[src/sv/lsc_pkg.sv]
package lsc_pkg;

	localparam int PT_W      = 24;
	localparam int NRM_W     = 16;
	localparam int GRID_W    = 16;
	localparam int CELL_W    = 25;
	localparam int QUO_W     = 24;
	localparam int NUM_W     = 37;
	localparam int DIV_W     = 28;
	localparam int PROD_W    = 42;
	localparam int DIFF_W    = 20;
	localparam int SQ_W      = 36;
	localparam int DIST_W    = 38;
	localparam int MAX_CAND  = 8;
	localparam int IDX_W     = 3;
	localparam int CNT_W     = 4;
	localparam int NUDGE_DEN = 3200;

	localparam logic [2:0] CMD_BLOCK = 3'd0;
	localparam logic [2:0] CMD_WALL  = 3'd1;
	localparam logic [2:0] CMD_FLOOR = 3'd2;
	localparam logic [2:0] CMD_POST  = 3'd3;
	localparam logic [2:0] CMD_BEAM  = 3'd4;

	localparam logic [1:0] KIND_VOLUME = 2'd0;
	localparam logic [1:0] KIND_FACE   = 2'd1;
	localparam logic [1:0] KIND_EDGE   = 2'd2;

	localparam logic [1:0] AXIS_X = 2'd0;
	localparam logic [1:0] AXIS_Y = 2'd1;
	localparam logic [1:0] AXIS_Z = 2'd2;

	// off[0] x, off[1] y, off[2] z: step from the base cell
	typedef struct packed {
		logic [1:0] kind;
		logic [1:0] axis;
		logic [2:0] off;
	} cand_t;

	typedef struct packed {
		logic [2:0]                           cmd;
		logic [CNT_W-1:0]                     count;
		logic [2:0][CELL_W-1:0]               base;
		logic [MAX_CAND-1:0][IDX_W-1:0]       order;
	} job_t;

	function automatic logic [CNT_W-1:0] count_of(input logic [2:0] cmd);
		logic [CNT_W-1:0] n;
		case (cmd)
			CMD_BLOCK: n = CNT_W'(1);
			CMD_WALL:  n = CNT_W'(4);
			CMD_FLOOR: n = CNT_W'(2);
			CMD_POST:  n = CNT_W'(4);
			CMD_BEAM:  n = CNT_W'(8);
			default:   n = '0;
		endcase
		return n;
	endfunction

	// Candidate in generation order for a slot kind
	function automatic cand_t cand_of(input logic [2:0] cmd, input logic [IDX_W-1:0] idx);
		cand_t c;
		c = '0;
		case (cmd)
			CMD_BLOCK: begin
				c.kind = KIND_VOLUME;
				c.axis = AXIS_X;
			end
			CMD_WALL: begin
				c.kind = KIND_FACE;
				if (idx[1]) begin
					c.axis   = AXIS_Z;
					c.off[2] = idx[0];
				end else begin
					c.axis   = AXIS_X;
					c.off[0] = idx[0];
				end
			end
			CMD_FLOOR: begin
				c.kind   = KIND_FACE;
				c.axis   = AXIS_Y;
				c.off[1] = idx[0];
			end
			CMD_POST: begin
				c.kind   = KIND_EDGE;
				c.axis   = AXIS_Y;
				c.off[2] = idx[1];
				c.off[0] = idx[0];
			end
			CMD_BEAM: begin
				c.kind = KIND_EDGE;
				if (idx[2]) begin
					c.axis   = AXIS_Z;
					c.off[0] = idx[1];
					c.off[1] = idx[0];
				end else begin
					c.axis   = AXIS_X;
					c.off[1] = idx[1];
					c.off[2] = idx[0];
				end
			end
			default: c = '0;
		endcase
		return c;
	endfunction

endpackage

[src/sv/lsc_back.sv]
module lsc_back (
	input  logic                               clk,
	input  logic                               arst_n,
	input  logic                               head_valid,
	input  lsc_pkg::job_t                      head_job,
	output logic                               pop,
	output logic                               out_valid,
	input  logic                               out_ready,
	output logic [1:0]                         out_kind,
	output logic [1:0]                         out_axis,
	output logic [2:0][lsc_pkg::CELL_W-1:0]    out_cells,
	output logic                               out_last
);

	localparam int IDX_W  = lsc_pkg::IDX_W;
	localparam int CNT_W  = lsc_pkg::CNT_W;
	localparam int CELL_W = lsc_pkg::CELL_W;

	lsc_pkg::job_t  job_q;
	logic           job_v_q;
	logic [IDX_W-1:0] pos_q;
	logic           emit, is_last;
	lsc_pkg::cand_t cd;

	assign emit    = job_v_q && (!out_valid || out_ready);
	assign is_last = ((CNT_W'(pos_q) + CNT_W'(1)) == job_q.count);
	assign pop     = head_valid && (!job_v_q || (emit && is_last));
	assign cd      = lsc_pkg::cand_of(job_q.cmd, job_q.order[pos_q]);

	always_ff @(posedge clk or negedge arst_n) begin
		if (!arst_n) begin
			job_v_q   <= 1'b0;
			pos_q     <= '0;
			out_valid <= 1'b0;
		end else begin
			if (emit) begin
				out_valid <= 1'b1;
			end else if (out_ready) begin
				out_valid <= 1'b0;
			end
			if (pop) begin
				job_v_q <= 1'b1;
				pos_q   <= '0;
			end else if (emit) begin
				pos_q <= pos_q + IDX_W'(1);
				if (is_last) begin
					job_v_q <= 1'b0;
				end
			end
		end
	end

	always_ff @(posedge clk) begin
		if (pop) begin
			job_q <= head_job;
		end
		if (emit) begin
			out_kind <= cd.kind;
			out_axis <= cd.axis;
			out_last <= is_last;
			for (int a = 0; a < 3; a++) begin
				out_cells[a] <= job_q.base[a] + CELL_W'(cd.off[a]);
			end
		end
	end

endmodule

[config.mk]
export PLATFORM = sky130hd
export DESIGN_NAME = lsc_back
export DESIGN_NICKNAME = d
export VERILOG_FILES = /design/src/sv/lsc_pkg.sv /design/src/sv/lsc_back.sv
export SDC_FILE = /design/constraint.sdc
export NUM_CORES = 1
export LEC_CHECK = 0
export BUFFER_PORTS_ARGS = -buffer_cell sky130_fd_sc_hd__buf_2
export CORE_UTILIZATION = 35
export DETAILED_ROUTE_END_ITERATION = 8
export GPL_TIMING_DRIVEN = 0
export PLACE_DENSITY = 0.61
export SYNTH_ARGS = -nofsm -noshare
export SYNTH_HDL_FRONTEND = slang
export SYNTH_SLANG_ARGS = --single-unit
[constraint.sdc]
create_clock -name clk -period 5.2 [get_ports clk]
set_clock_uncertainty 0.2 [all_clocks]
set_input_delay 0.26 -clock clk [delete_from_list [all_inputs] [get_ports clk]]
set_output_delay 0.26 -clock clk [all_outputs]
set_load 0.05 [all_outputs]
; Word-level counts from Yosys, hierarchy flattened
; Cells that the tools add are included.
[word_totals]
mem_count = 0
inputBits = 110
elab_cells = 64
latch_bits = 0
rom_bits = 0
register_bits = 191
ramBits = 0
[op_classes]
n_shift = 0
div_mod_pow = 0
eq_ne = 5
magnitude_cmp = 1
mul = 0
n_addsub = 5
bitwise_logic = 0
reduce_logical = 11
mux = 20
[ops]
columns = op, n
row1 = adder 25 x 1 -> 25 bit, 3
row2 = case mux 4 bit (4 select lines), 1
row3 = two-way mux 1 bit, 10
row4 = binary-select mux 3 bit (select 3 bit), 1
row5 = two-way mux 3 bit, 3
row6 = equality test 3 x 2 -> 1 bit (second input constant), 2
row7 = case mux 1 bit (3 select lines), 2
row8 = nonzero test 2 bit, 3
row9 = adder 3 x 1 -> 4 bit (second input constant), 1
row10 = equality test 4 bit, 1
row11 = less-than comparator 3 x 4 -> 1 bit (second input constant), 1
row12 = two-way mux 2 bit, 2
row13 = adder 3 x 1 -> 3 bit (second input constant), 1
row14 = equality test 3 x 1 -> 1 bit (second input constant), 1
row15 = equality test 3 bit (second input constant), 1
row16 = logical AND 1 bit, 3
row17 = logical NOT 1 bit, 2
row18 = logical OR 1 bit, 2
row19 = case mux 1 bit (2 select lines), 1
row20 = AND reduction 2 bit, 1

; Longest topological paths before layout
[depth]
ltp_word = 8
ltp_mapped = 11
ltp_nobuf = 10

; Least setup slack after synthesis
; Ideal clock, no wire load.
[synth_path]
path_kind = reg-to-reg
startpoint = register pos_q[0]
endpoint = register job_q[0] (netlist bit), enable pin
stages_incl_launch_ff = 6
setup_time_ns = 0.490
setup_slack_ns = 0.386
required_ns = 4.510
arrival_ns = 4.125
n_path_buf = 0
path_cell_list = dfrtp_1 > ha_1 > xor2_1 > a211o_1 > a211oi_1 > o21a_1
[synth_via]
elab_chain_len = 5
[synth_rtl]
columns = element, line_no
row1 = start: declaration, lsc_back.sv:21  ; logic [IDX_W-1:0] pos_q;
row2 = start signal: assignment, lsc_back.sv:45  ; pos_q <= pos_q + IDX_W'(1);
row3 = adder 3 x 1 -> 4 bit, lsc_back.sv:26  ; assign is_last = ((CNT_W'(pos_q) + CNT_W'(1)) == job_q.count);
row4 = equality test 4 bit, lsc_back.sv:26
row5 = logical AND 1 bit, lsc_back.sv:27  ; assign pop = head_valid && (!job_v_q || (emit && is_last));
row6 = logical OR 1 bit, lsc_back.sv:27
row7 = logical AND 1 bit, lsc_back.sv:27
row8 = named net pop, lsc_back.sv:6  ; output logic pop,
row9 = end signal: assignment, lsc_back.sv:55  ; job_q <= head_job;
row10 = end: declaration, lsc_back.sv:19  ; lsc_pkg::job_t job_q;
; The timed path passes the listed nets, and every way through them passes these cells.
; A chain may end at the register's enable or synchronous reset.

; Worst setup path in the final report
[layout_path]
startpoint = register pos_q[0]
endpoint = output pop
[layout_via]
elab_chain_len = 5
[layout_rtl]
columns = element, line_no
row1 = adder 3 x 1 -> 4 bit, lsc_back.sv:26
row2 = equality test 4 bit, lsc_back.sv:26
row3 = logical AND 1 bit, lsc_back.sv:27
row4 = logical OR 1 bit, lsc_back.sv:27
row5 = logical AND 1 bit, lsc_back.sv:27
row6 = end: declaration, lsc_back.sv:6
; No other way between the ends.

==> summary.md <==
| Metric | Value |
|---|---|
| Via density | between 4 and 5 |
| Initial antenna violation count | 1 |
| Worst hold path class | primary input to flip-flop |
| Core Footprint | 0.0212 mm² |
| Sequential share of power | a little under half |
| Final net count | 900 |
| Setup Viol. Count Final | 0 |
| Max Freq | 258 MHz |
| Ports | 192 |
| Die Y-Extent | 150 µm |
| Synthesized instance count | ~460 |
| ANT nets after route | 0 |
| Synth Net Count | 578 |
| Commonest non-fill, non-tap cells in the layout | buf_2, edfxtp_1, dlygate4sd3_1, xnor2_1, xor2_1 |
| Least-Margin Pin Slew | 773 ps |
| DRC violations left | 0 |
| Number of setup buffers added after CTS | 0 |
| Final Hold Viols | 0 |
| Main synth FF type | edfxtp_1 |
| Reg2Reg Setup Slack | approximately 1500 ps |
| EDFF count, synth | 186 |
| Cell Pwr Density | 405 mW/mm² |
| Mean Syn Cell Area | approximately 17 µm² |
| Final clock period utilization by the worst path | 74.4% |
| Status | finished clean |
| Placement Rows | 53 |
| Max_slew headroom | roughly 48% |
| Share of layout cells above drive strength 1 | 31.5% |
| Worst-skew pair later-pin latency | roughly 420 ps |
| Startpoint types | flip-flop |
| Final number of max-transition violations | 0 |
| Initial Utilization | 36.1% |
| Die Area | 0.0225 mm² |
| Largest net degree at the start of global routing | slightly below 60 |
| GPL Wtd Cong | 0.839 |
| Post-DP Area | 0.00903 mm² |
| Synth Cell Area | around 0.0077 mm² |
| Iteration-0 DRC Markers | 196 |
| Vias in the first global route | 5,199 |
| RSZ-0062 raised after global routing | false |
| Worst hold endpoint | job_q[99]$_DFFE_PP_ |
| Total GRT Usage | 15.1% |
| Filler instances | 1,834 |
| Reg2reg end | out_cells[45]$_DFFE_PP_ |
| Pint | about 0.003 W |
| Max IR drop VDD | 0.163 mV |
| Via count | 4,935 |
| Dpl hpwl | 11,500 µm |
| Crit. End Element | output port |
| CTS tree | built |
| Sw Ratio | roughly 31% |
| Die width | 150 µm |
| H-tree depth | 4 |
| # port buffers | 191 |
| Gate power share | 23.8% |
| Max Root-Sink Buffers | 2 |
| Worst path arrival time | 3410 ps |
| Pleak | 4.06 nW |
| Clock sink count | 191 |
| P&R area growth vs syn | 39.8% |
| Final Instance Area | 0.0107 mm² |
| Root Buffer | clkbuf_16 |
| CP Class | flip-flop to output port |
| Clock Power Share | a little under 30% |
| Routed len/inst | around 16 µm |
| Async SR Flop Fraction | 2.62% |
| Final Util | a little over 50% |
| Cells on worst reg2reg path | 11 |
| GR Overflow Total | 0 |
| Max-cap violation count | 0 |
| Reg clk slew, reported paths | approximately 70 ps |
| Pre-antenna DRT Iters | 4 |
| Sequential area share after synthesis | approximately 74% |
| Hold Path Depth | 2 |
| Min cycle time layout | 3870 ps |
| First-pass GRT wire length | 25,600 µm |
| Netlist cell types | 43 |
| Hold_sp | head_job[99] |
| FF+latch count, synth | between 150 and 200 |
| Commonest non-fill, non-tap cell in the layout | buf_2 |
| Required time of the worst setup path | 4740 ps |
| Clock buffer count from CTS | 17 |
| Total wire length | 16,600 µm |
| CP Max Fanout | 58 |
| NetSw | between 0.001 and 0.0015 W |
| Reg-to-Reg Start | pos_q[0]$_DFFE_PN0P_ |
| Synth warn | 0 |
[power groups by stage]
stage,combinational (W),clock (W),sequential [W]
2_1_floorplan,0.000386,0,0.00240
4_1_cts,0.00104,0.00131,0.00203
3_5_place_dp,0.000976,0,0.00206
3_3_place_gp,0.000937,0,0.00208
5_1_grt,0.00110,0.00137,0.00205
6_report,0.00103,0.00128,0.00203
[cells in the mapped netlist, drive strengths merged, types with 7 or more instances]
cell	count	area [µm²]
and4	10	87.6
edfxtp	186	5590
ha	7	87.6
inv	15	56.3
nand2	26	97.6
nand3	29	155
nand4	14	106
nor2	17	63.8
nor3	23	115
xnor2	41	359
xor2	34	298
[cell type report]
cell class	instances	area, µm²	share of cell area, %
Timing Repair Buffer	303	2110	19.7
Clock buffer	20	457	4.26
Tap cell	275	344	3.21
Clock inverter	12	125	1.17
Inverter	15	58.8	0.549
Sequential cell	191	5710	53.3
Multi-Input combinational cell	247	1860	17.3
Buffer	8	50.0	0.467
Antenna cell	1	2.50	0.0233
[flip-flops by register name, indices dropped and copies added, names as in the netlist]
| register | cells |
|---|---|
| job_v_q | 1 |
| out_valid | 1 |
| out_axis | 2 |
| out_last | 1 |
| pos_q | 3 |
| out_cells | 75 |
| job_q | 106 |
| out_kind | 2 |
[through the flow]
stage	hold WS [ps]	cells	setup slack, ps	power, W	setup TNS [ps]
finish	337	1072	1330	0.00434	0
CTS	314	1071	1280	0.00438	0
floorplan	-236	461	386	0.00278	0
detailed placement	-116	929	1530	0.00304	0
global route	324	1072	1150	0.00452	0
global placement	-122	927	-794	0.00301	-37110
[per-layer routing]
layer | part of all wire (%) | up-vias | wire [µm] | GRT usage [%]
met4 | 2.5 | 0 | 408 | 5.96
met2 | 54 | 149 | 8980 | 28.1
met1 | 39 | 2358 | 6440 | 16.1
li1 | - | 2394 | - | -
met5 | 0 | - | 0 | 0
met3 | 4.8 | 34 | 794 | 3.87
[critical path, cell delays in order, from the launching register on]
cell      delay [ps]
dfrtp_1          410
ha_1             330
xor2_1           170
a211o_1          300
a211oi_1         390
o21a_4           670
buf_16           330
buf_2            330
[worst max path at each step]
stage / cells past startpoint / from / slack (ps) / endpoint
detailed placement: 11 / pos_q[0]$_DFFE_PN0P_ / 1530 / out_cells[45]$_DFFE_PP_
global placement: 6 / pos_q[0]$_DFFE_PN0P_ / -790 / pop
finish: 7 / pos_q[0]$_DFFE_PN0P_ / 1330 / pop
CTS: 7 / pos_q[0]$_DFFE_PN0P_ / 1280 / pop
floorplan: 5 / pos_q[0]$_DFFE_PN0P_ / 390 / job_q[0]$_DFFE_PP_
global route: 7 / pos_q[0]$_DFFE_PN0P_ / 1150 / pop
[timing repair]
item,CTS,global route
hold buffers,110,0
resized for setup,0,0
endpoints found under the hold margin,113,0
[cell families (layout without fill, tap and decap cells)]
family	count (synthesis)	count (layout)	share of synthesized area, %
adders and majority gates	7	7	1.14
DFF	191	191	74.5
other	0	1	0
AOI/OAI and AO/OA	13	13	1.49
and+or+nand+nor	142	142	10.4
muxes	10	10	2.51
xor gates and xnor gates	75	75	8.57
buffers and inverters	23	358	1.39
Note: power is estimated with default switching activity, not from simulation.
