`src/sv/lsc_pkg.sv`:
```
package lsc_pkg;

	localparam int PT_W      = 24;
	localparam int NRM_W     = 16;
	localparam int GRID_W    = 16;
	localparam int CELL_W    = 25;
	localparam int QUO_W     = 24;
	localparam int NUM_W     = 37;
	localparam int DIV_W     = 28;
	localparam int PROD_W    = 42;
	localparam int DIFF_W    = 20;
	localparam int SQ_W      = 36;
	localparam int DIST_W    = 38;
	localparam int MAX_CAND  = 8;
	localparam int IDX_W     = 3;
	localparam int CNT_W     = 4;
	localparam int NUDGE_DEN = 3200;

	localparam logic [2:0] CMD_BLOCK = 3'd0;
	localparam logic [2:0] CMD_WALL  = 3'd1;
	localparam logic [2:0] CMD_FLOOR = 3'd2;
	localparam logic [2:0] CMD_POST  = 3'd3;
	localparam logic [2:0] CMD_BEAM  = 3'd4;

	localparam logic [1:0] KIND_VOLUME = 2'd0;
	localparam logic [1:0] KIND_FACE   = 2'd1;
	localparam logic [1:0] KIND_EDGE   = 2'd2;

	localparam logic [1:0] AXIS_X = 2'd0;
	localparam logic [1:0] AXIS_Y = 2'd1;
	localparam logic [1:0] AXIS_Z = 2'd2;

	// off[0] x, off[1] y, off[2] z: step from the base cell
	typedef struct packed {
		logic [1:0] kind;
		logic [1:0] axis;
		logic [2:0] off;
	} cand_t;

	typedef struct packed {
		logic [2:0]                           cmd;
		logic [CNT_W-1:0]                     count;
		logic [2:0][CELL_W-1:0]               base;
		logic [MAX_CAND-1:0][IDX_W-1:0]       order;
	} job_t;

	function automatic logic [CNT_W-1:0] count_of(input logic [2:0] cmd);
		logic [CNT_W-1:0] n;
		case (cmd)
			CMD_BLOCK: n = CNT_W'(1);
			CMD_WALL:  n = CNT_W'(4);
			CMD_FLOOR: n = CNT_W'(2);
			CMD_POST:  n = CNT_W'(4);
			CMD_BEAM:  n = CNT_W'(8);
			default:   n = '0;
		endcase
		return n;
	endfunction

	// Candidate in generation order for a slot kind
	function automatic cand_t cand_of(input logic [2:0] cmd, input logic [IDX_W-1:0] idx);
		cand_t c;
		c = '0;
		case (cmd)
			CMD_BLOCK: begin
				c.kind = KIND_VOLUME;
				c.axis = AXIS_X;
			end
			CMD_WALL: begin
				c.kind = KIND_FACE;
				if (idx[1]) begin
					c.axis   = AXIS_Z;
					c.off[2] = idx[0];
				end else begin
					c.axis   = AXIS_X;
					c.off[0] = idx[0];
				end
			end
			CMD_FLOOR: begin
				c.kind   = KIND_FACE;
				c.axis   = AXIS_Y;
				c.off[1] = idx[0];
			end
			CMD_POST: begin
				c.kind   = KIND_EDGE;
				c.axis   = AXIS_Y;
				c.off[2] = idx[1];
				c.off[0] = idx[0];
			end
			CMD_BEAM: begin
				c.kind = KIND_EDGE;
				if (idx[2]) begin
					c.axis   = AXIS_Z;
					c.off[0] = idx[1];
					c.off[1] = idx[0];
				end else begin
					c.axis   = AXIS_X;
					c.off[1] = idx[1];
					c.off[2] = idx[0];
				end
			end
			default: c = '0;
		endcase
		return c;
	endfunction

endpackage

```
`src/sv/lsc_fifo.sv`:
```
module lsc_fifo #(
	parameter int DEPTH = 4
) (
	input  logic          clk,
	input  logic          arst_n,
	input  logic          push,
	input  lsc_pkg::job_t push_job,
	input  logic          pop,
	output logic          head_valid,
	output lsc_pkg::job_t head_job
);

	localparam int PW   = (DEPTH > 1) ? $clog2(DEPTH) : 1;
	localparam int CW   = $clog2(DEPTH + 1);

	lsc_pkg::job_t    mem_q [DEPTH];
	logic [PW-1:0]    wr_q, rd_q;
	logic [CW-1:0]    cnt_q;

	assign head_valid = (cnt_q != '0);
	assign head_job   = mem_q[rd_q];

	always_ff @(posedge clk or negedge arst_n) begin
		if (!arst_n) begin
			wr_q  <= '0;
			rd_q  <= '0;
			cnt_q <= '0;
		end else begin
			if (push) begin
				wr_q <= (wr_q == PW'(DEPTH - 1)) ? '0 : wr_q + PW'(1);
			end
			if (pop) begin
				rd_q <= (rd_q == PW'(DEPTH - 1)) ? '0 : rd_q + PW'(1);
			end
			cnt_q <= cnt_q + CW'(push) - CW'(pop);
		end
	end

	always_ff @(posedge clk) begin
		if (push) begin
			mem_q[wr_q] <= push_job;
		end
	end

`ifndef SYNTHESIS
	a_no_overflow: assert property (@(posedge clk) disable iff (!arst_n)
		push |-> ((cnt_q < CW'(DEPTH)) || pop))
		else $error("job queue overflow");
`endif

endmodule

```
`config.mk`:
```
export PLATFORM = sky130hd
export DESIGN_NAME = lsc_fifo
export DESIGN_NICKNAME = d
export VERILOG_FILES = /design/src/sv/lsc_pkg.sv /design/src/sv/lsc_fifo.sv
export SDC_FILE = /design/constraint.sdc
export NUM_CORES = 1
export LEC_CHECK = 0
export ABC_AREA = 1
export ABC_CLOCK_PERIOD_IN_PS = 4100
export BUFFER_PORTS_ARGS = -buffer_cell sky130_fd_sc_hd__buf_4
export CAP_MARGIN = 20
export CORE_UTILIZATION = 35
export DETAILED_ROUTE_END_ITERATION = 10
export PLACE_DENSITY = 0.65
export SLEW_MARGIN = 20
export SYNTH_ARGS = -nofsm -noshare
export SYNTH_HDL_FRONTEND = slang
export SYNTH_SLANG_ARGS = --single-unit
```
`constraint.sdc`:
```
create_clock -name clk -period 4.1 [get_ports clk]
set_input_delay 0.82 -clock clk [delete_from_list [all_inputs] [get_ports clk]]
set_output_delay 0.82 -clock clk [all_outputs]
set_load 0.05 [all_outputs]
```
After elaboration in Yosys (flattened, before gate mapping)
Memory sizes are Yosys's and may differ from the RTL's.
Index checks and enable logic that the tools add are counted.
{"block": "totals", "regBits": 7, "latchBits": 0, "ramBits": 424, "rom_bits": 0, "in_bits": 110, "output_inout_bits": 107, "memories": 1}
{"memory": "mem_q", "depth": 4, "width": 106, "read_ports": 1, "rd_clocked_by_memory_dff": 0, "wr": 1, "line": "lsc_fifo.sv:16", "text": "lsc_pkg::job_t mem_q [DEPTH];"}
{"block": "op_classes", "addsub": 4, "mul": 0, "n_div": 0, "n_lt_le_gt_ge": 0, "eq_ne": 2, "shifts": 0, "mux": 4, "bitwise_logic": 0, "reduce_logical": 1}
{"operator": "adder 2 x 1 -> 2 bit, second input constant", "n": 2}
{"operator": "== test 2 bit, second input constant", "n": 2}
{"operator": "two-way mux 2 bit", "n": 2}
{"operator": "adder 3 x 1 -> 3 bit", "n": 1}
{"operator": "nonzero test 3 bit", "n": 1}
{"operator": "subtractor 3 x 1 -> 3 bit", "n": 1}
{"operator": "two-way mux 1 bit", "n": 2}

Depth between registers and ports, before layout
Gate-level depths: netlist (run 1).
{"block": "depth", "word_depth": 2, "ltp_mapped": 9}

Worst setup path before layout (run 1)
No wires, ideal clock.
{"block": "synth_path", "kind": "in2reg", "start": "input port push", "end": "memory mem_q[2][0] (netlist name), enable pin", "setup_ps": 459, "t_arrival_ps": 2905, "setup_slack_ps": 735, "path_stages": 2, "path_buffers": 0, "path_cell_list": "nand2_1 -> inv_1"}
{"block": "synth_via", "elab_chain_len": 2}
{"item": "start, declared", "line": "lsc_fifo.sv:6", "text": "input logic push,"}
{"item": "two-way mux 1 bit", "line": "lsc_fifo.sv:40", "text": "if (push) begin"}
{"item": "two-way mux 1 bit (implied by the code)", "line": "lsc_fifo.sv:41", "text": "mem_q[wr_q] <= push_job;"}
{"item": "end, declared", "line": "lsc_fifo.sv:16"}
No other way between the ends.

==> summary.md, run 1 <==
| Metric | Value |
|---|---|
| Mapped Nets | `1829` |
| Fmax | `0.291 GHz` |
| Hold crit path type | `primary input to asynchronous set/reset pin` |
| Final setup violation count | `0` |
| Site Rows | `83` |
| Non-Filler Instances | `2648` |
| Slew margin rel. | `39.2%` |
| MaxCap Viol Count | `0` |
| Tcrit/Tclk final | `83.8%` |
| VDD IR max | `0.681 mV` |
| CP Data Arrival Time | `2610 ps` |
| Clk_skew | `24.8 ps` |
| Starting density of the core | `35.5%` |
| Root buffer cell | `clkbuf_16` |
| Final ANT Viol Nets | `0` |
| Initial antenna violation count | `3` |
| First-pass GRT wire length | `63000 µm` |
| CP Capture Type | `output port` |
| Status | `complete, no violations` |
| Critical path origin | `rd_q[1]` |
| Post-synthesis sequential area ratio | `70.6%` |
| Worst reg2reg path depth | `4` |
| Synthesized area | `18300 µm²` |
| Critical path type | `register to output port` |
| Clock transition at path regs | `60 ps` |
| Largest net degree at the start of global routing | `123` |
| Routed len/inst | `15.3 µm` |
| RR Startpoint | `rd_q[1]` |
| WL final | `40600 µm` |
| Synth cell types | `15` |
| Drt initial violations | `734` |
| R2r setup slk | `1970 ps` |
| Total gr overflow | `0` |
| Initial DRT Pass Iterations | `5` |
| Routed via count | `11774` |
| Area Overhead vs Synth | `20.4%` |
| Worst EP required | `3280 ps` |
| Final min period | `3430 ps` |
| Final net count | `2047` |
| GP Congestion | `0.770` |
| TritonCTS clock tree | `yes` |
| Clk buf depth | `3` |
| LEAKAGE | `10.1 nW` |
| TritonCTS Buffers | `47` |
| PnR worst setup slack | `666 ps` |
| Clk sinks | `431` |
| Worst slew pin tran | `912 ps` |
| Cells after synthesis | `1711` |
| Startpoint types | `register` |
| CORE AREA | `51500 µm²` |
| DRC | `0` |
| Finished Cell Area | `22000 µm²` |
| I/O Pins | `217` |
| Syn avg cell area | `10.7 µm²` |
| Critical Path Sink | `head_job[48]` |
| Post-DP HPWL | `23600 µm` |
| Final core occ | `42.8%` |
| Dpl ws | `1210 ps` |
| Placed cells | `2560` |
| Slew Limit Fails | `0` |
| RSZ-0062 raised after global routing | `no` |
| Die Span Y | `231 µm` |
| H-tree levels | `2` |
| CP Max Fanout | `59` |
| Setup Fix Bufs, Post-CTS | `0` |
| Vias in the first global route | `11664` |
| Gr usage total | `15.4%` |
| Final hold vios | `0` |
| Vias per cell | `4.45` |
| Setup TNS | `0 ps` |
| Die W | `231 µm` |
| Share of cells above drive strength 1 | `15.8%` |
| Hold buffer count at cts | `0` |
| #FFs+latches synth | `431` |
| Cell Pwr Density | `775 nW/µm²` |
| Die area | `53200 µm²` |
| Placed instance area | `20600 µm²` |
| Worst skew pair latency | `570 ps` |
| Reg2Reg Capture Point | `rd_q[1]` |
| Yosys warns | `0` |
| PortBufs | `216` |
| Resize count post-CTS | `0` |
-- metrics by stage --
step	hold slack [ps]	total power, W
after floorplan	524	0.0111
after global placement	538	0.0132
after detailed placement	551	0.0133
after CTS	17.0	0.0173
after global routing	31.1	0.0180
final	59.7	0.0171
-- kinds of logic (layout without fill, tap and decap cells) --
logic type	count (synthesis)	in the layout	share of synthesized area, %
simple gates	759	759	17.0
compound gates	4	4	0.109
buf+inv	509	765	11.7
other cells	0	1	0
flops	431	431	70.6
fa+ha+maj	8	8	0.588
-- worst max-delay path, stage by stage, from the launching register on --
cell and delay, ps:
dfrtp_4 600, inv_4 700, buf_4 340, nand3_1 90, nand2_1 80, buf_4 200
-- metal layers --
layer / routed length (µm) / global-route usage, % / vias up / part of all wire, %
met2: 19900 / 26.3 / 272 / 49
li1: - / - / 5768 / -
met4: 980 / 5.09 / 4 / 2.4
met5: 32 / 0 / - / 0.079
met3: 2500 / 4.03 / 72 / 6.2
met1: 17200 / 18.8 / 5658 / 42
-- worst min path at each step --
stage,to,cells past startpoint
2_1_floorplan,cnt_q[0],0
3_3_place_gp,cnt_q[2],3
3_5_place_dp,cnt_q[2],3
4_1_cts,rd_q[0],1
5_1_grt,rd_q[0],1
6_report,rd_q[0],1
-- synthesized netlist by cell type --
library cell / count / area share (%)
buf_2: 29 / 0.79
buf_4: 6 / 0.25
buf_6: 22 / 1.4
clkbuf_1: 13 / 0.27
dfrtp_1: 7 / 0.96
edfxtp_1: 424 / 70
fa_1: 1 / 0.11
ha_1: 7 / 0.48
inv_1: 437 / 9.0
inv_4: 2 / 0.068
nand2_1: 543 / 11
nand3_1: 214 / 5.9
nor2_1: 2 / 0.041
o21ai_0: 3 / 0.082
o21ai_1: 1 / 0.027
-- placed cells by master, fill, tap and decap left out, types with 3 or more instances in the layout --
cell type | synthesis | layout
clkbuf_16 | 0 | 48
edfxtp_1 | 424 | 424
o21ai_0 | 3 | 3
clkbuf_1 | 13 | 13
clkinv_1 | 0 | 10
buf_12 | 0 | 7
inv_4 | 2 | 5
inv_1 | 437 | 433
nand3_1 | 214 | 214
bufinv_16 | 0 | 3
dfrtp_1 | 7 | 5
ha_1 | 7 | 7
nand2_1 | 543 | 543
buf_4 | 6 | 232
clkinv_2 | 0 | 9
-- registers in the layout (all words and copies together), names as in the netlist --
| name | flops |
|---|---|
| mem_q | 424 |
| cnt_q | 3 |
| rd_q | 2 |
| wr_q | 2 |
-- power breakdown --
group / switching [W] / leakage, nW / internal [W]
clock network: 0.00167 / 0.718 / 0.00234
logic: 0.00532 / 5.42 / 0.00188
registers: 0.000215 / 3.98 / 0.00565
total: 0.00720 / 10.1 / 0.00987
-- final cells by class --
class,count,area (µm²)
repair buffers,239,1880
flip-flops and latches,431,12900
clock inverters,26,216
clock buffers,61,1250
inverters,439,1670
well taps,680,851
diodes,1,2.50
multi-input cells,771,3240
fillers,4837,29500
Power figures use the tool's default switching activity.
==> run 2: changes to the inputs <==
Settings changed: ABC_AREA 1 to 0, ABC_CLOCK_PERIOD_IN_PS 4100 to 2900, PLACE_DENSITY 0.65 to 0.67.
Clock period 4.1 ns to 2.9 ns, I/O delays scaled along.
==> run 2 against run 1 <==
Non-clock buffer count rose by 10. Global-route usage down 1.9 points. Final area shrank 9.7%.
==> summary.md, run 2 <==
| Metric | Value |
|---|---|
| Status | `complete, no violations` |
| Synth Area in Compound Gates | `0.0639%` |
| Routed len/inst | `20.6 µm` |
| Post-synth EDFFs | `424` |
| Hold crit path type | `primary input to register` |
| Drt initial violations | `356` |
| Largest net degree at the start of global routing | `57` |
| Tcrit/Tclk final | `95.9%` |
| Synthesized area | `15700 µm²` |
| RR Startpoint | `wr_q[0]` |
| Routed via count | `6970` |
| Top flop regs | `mem_q (424), cnt_q (3)` |
| Critical path type | `register to output port` |
| Post-synthesis sequential area ratio | `82.4%` |
| Gr usage total | `13.5%` |
| Final ANT Viol Nets | `0` |
| MaxCap Viol Count | `0` |
| Hold EP | `mem_q[3][13]` |
| Clk_skew | `21.4 ps` |
| Area contributors post-synth | `edfxtp_1 (81%), mux4_2 (15%), dfrtp_1 (1.1%)` |
| Slowest cell on the critical path | `mux4_2` |
| VDD IR max | `0.727 mV` |
| TritonCTS clock tree | `yes` |
| LEAKAGE | `6.78 nW` |
| Largest register FFs | `424` |
| Total gr overflow | `0` |
| Startpoint types | `register` |
| Worst skew pair latency | `560 ps` |
| Die W | `214 µm` |
| Commonest non-fill, non-tap cells in the layout | `edfxtp_1 (424), buf_4 (232), mux4_2 (106)` |
| CORE AREA | `44200 µm²` |
| First-pass GRT wire length | `44900 µm` |
| Commonest non-fill, non-tap cell in the layout | `edfxtp_1` |
| Yosys warns | `0` |
| DRC | `0` |
| GP Congestion | `0.705` |
| H-tree levels | `2` |
| Ant diodes | `0` |
| Clock transition at path regs | `60 ps` |
| Vias per cell | `4.68` |
| RSZ-0062 raised after global routing | `no` |
| Largest delay share family, worst path | `buffers and inverters` |
| CP Capture Type | `output port` |
| Hold Startpoint | `push_job[13]` |
| Site Rows | `77` |
| I/O Pins | `217` |
| Syn avg cell area | `26.6 µm²` |
| Non-Filler Instances | `1490` |
| Cell Pwr Density | `1160 nW/µm²` |
| Yosys top cell by area | `edfxtp_1` |
| Yosys top cell area share | `81.3%` |
| CP Data Arrival Time | `2200 ps` |
| Die Span Y | `214 µm` |
| Clk buf depth | `3` |
| TritonCTS Buffers | `45` |
| WP buf/inv | `3` |
| Post-synthesis simple-gate area fraction | `0.303%` |
| Worst hold stages | `1` |
| Adder-cell area share of the yosys netlist | `0.687%` |
| Most frequent cell after synthesis | `edfxtp_1` |
| Vias in the first global route | `7432` |
| Final net count | `979` |
| Worst reg2reg path depth | `4` |
| Starting density of the core | `35.4%` |
| Mux cell area share after synthesis | `15.4%` |
| Final core occ | `45.0%` |
| Initial DRT Pass Iterations | `4` |
| Worst EP required | `2320 ps` |
| Mapped Nets | `707` |
| R2r setup slk | `1070 ps` |
| Slew Limit Fails | `0` |
| Root buffer cell | `clkbuf_16` |
| Final hold vios | `0` |
| FFs w/ async S/R, synth | `1.62%` |
| CP most frequent cell | `buf_12` |
| CP max stage delay | `530 ps` |
| Top reg by flops | `mem_q` |
| Area Overhead vs Synth | `27.0%` |
| Clk sinks | `431` |
| Initial antenna violation count | `1` |
| Die area | `45600 µm²` |
| Post-synth top flop | `edfxtp_1` |
| #FFs+latches synth | `431` |
| Final min period | `2780 ps` |
| CP Max Fanout | `14` |
| XOR/XNOR Fraction of Synth Area | `0.112%` |
| WL final | `30700 µm` |
| Worst slew pin tran | `572 ps` |
| Post-DP HPWL | `19000 µm` |
| Setup TNS | `0 ps` |
| Critical Path, Cell by Cell | `buf_12 -> buf_12 -> mux4_2 -> buf_4` |
| PortBufs | `216` |
| Top cells by instance count after synthesis | `edfxtp_1 (424), mux4_2 (106), buf_2 (13)` |
| Synth cell types | `19` |
| Slew margin rel. | `61.9%` |
| Largest family of logic cells by synthesized area | `multiplexers` |
| Share of cells above drive strength 1 | `47.7%` |
| Fmax | `0.359 GHz` |
| Cells after synthesis | `589` |
| Final setup violation count | `0` |
| Placed cells | `1400` |
| Reg2Reg Capture Point | `mem_q[2][46]` |
==> run 2: cell families (layout without fill, tap and decap cells) <==
group	count (synthesis)	count (layout)
fa+ha+maj	8	8
compound gates	2	2
xor+xnor	2	2
simple gates	8	8
buf+inv	30	339
flops	431	431
mux	108	108
==> run 2: worst max-delay path by stage <==
stage,startpoint,to,slack (ps),cells after the start
2_1_floorplan,wr_q[0],mem_q[0][0],530,3
3_3_place_gp,rd_q[0],head_job[54],620,3
3_5_place_dp,rd_q[0],head_job[2],600,4
4_1_cts,rd_q[0],head_job[2],20,4
5_1_grt,rd_q[0],head_job[2],20,4
6_report,rd_q[0],head_job[2],120,4
==> run 2: worst reg2reg max path, cell delays in order, from the launching register on <==
cell	delay [ps]
dfrtp_1	410
inv_1	110
ha_1	150
and2_4	510
buf_4	340
==> run 2: power by group <==
| part | switching, W | total (W) | internal, W | leakage [nW] |
|---|---|---|---|---|
| registers | 0.000293 | 0.00827 | 0.00798 | 3.98 |
| logic | 0.00575 | 0.00901 | 0.00325 | 2.06 |
| clock network | 0.00230 | 0.00588 | 0.00358 | 0.740 |
| total | 0.00835 | 0.0232 | 0.0148 | 6.78 |
==> run 2: timing repair <==
action,in CTS,in global routing
endpoints found under the setup margin,25,16
hold endpoints to repair,7,0
hold buffers,1,0
resized for setup,0,1
setup buffers,1,4
==> run 2: routing by layer <==
metal | track usage (%) | vias to the layer above | part of all wire [%]
met5 | 0 | - | 0
met4 | 4.53 | 0 | 2.4
met3 | 4.26 | 51 | 6.9
met2 | 21.8 | 184 | 49
met1 | 17.3 | 3640 | 42
li1 | - | 3095 | -
==> run 2: final cells by class <==
class	count	area, µm²
clock inverter	25	289
clock buffer	59	1250
sequential	431	12900
tap	592	741
multi-input combinational	128	2600
fill	3681	24300
inverter	6	22.5
timing repair buffer	249	2080
==> run 2: metrics by stage <==
step / power [W] / setup WS [ps] / hold WS, ps / cell area [µm²]
6_report: 0.0232 / 118 / 216 / 19900
5_1_grt: 0.0241 / 23.6 / 186 / 19900
4_1_cts: 0.0235 / 23.1 / 176 / 19900
3_5_place_dp: 0.0175 / 604 / 414 / 18300
3_3_place_gp: 0.0174 / 618 / 417 / 18300
2_1_floorplan: 0.0147 / 533 / 284 / 15700
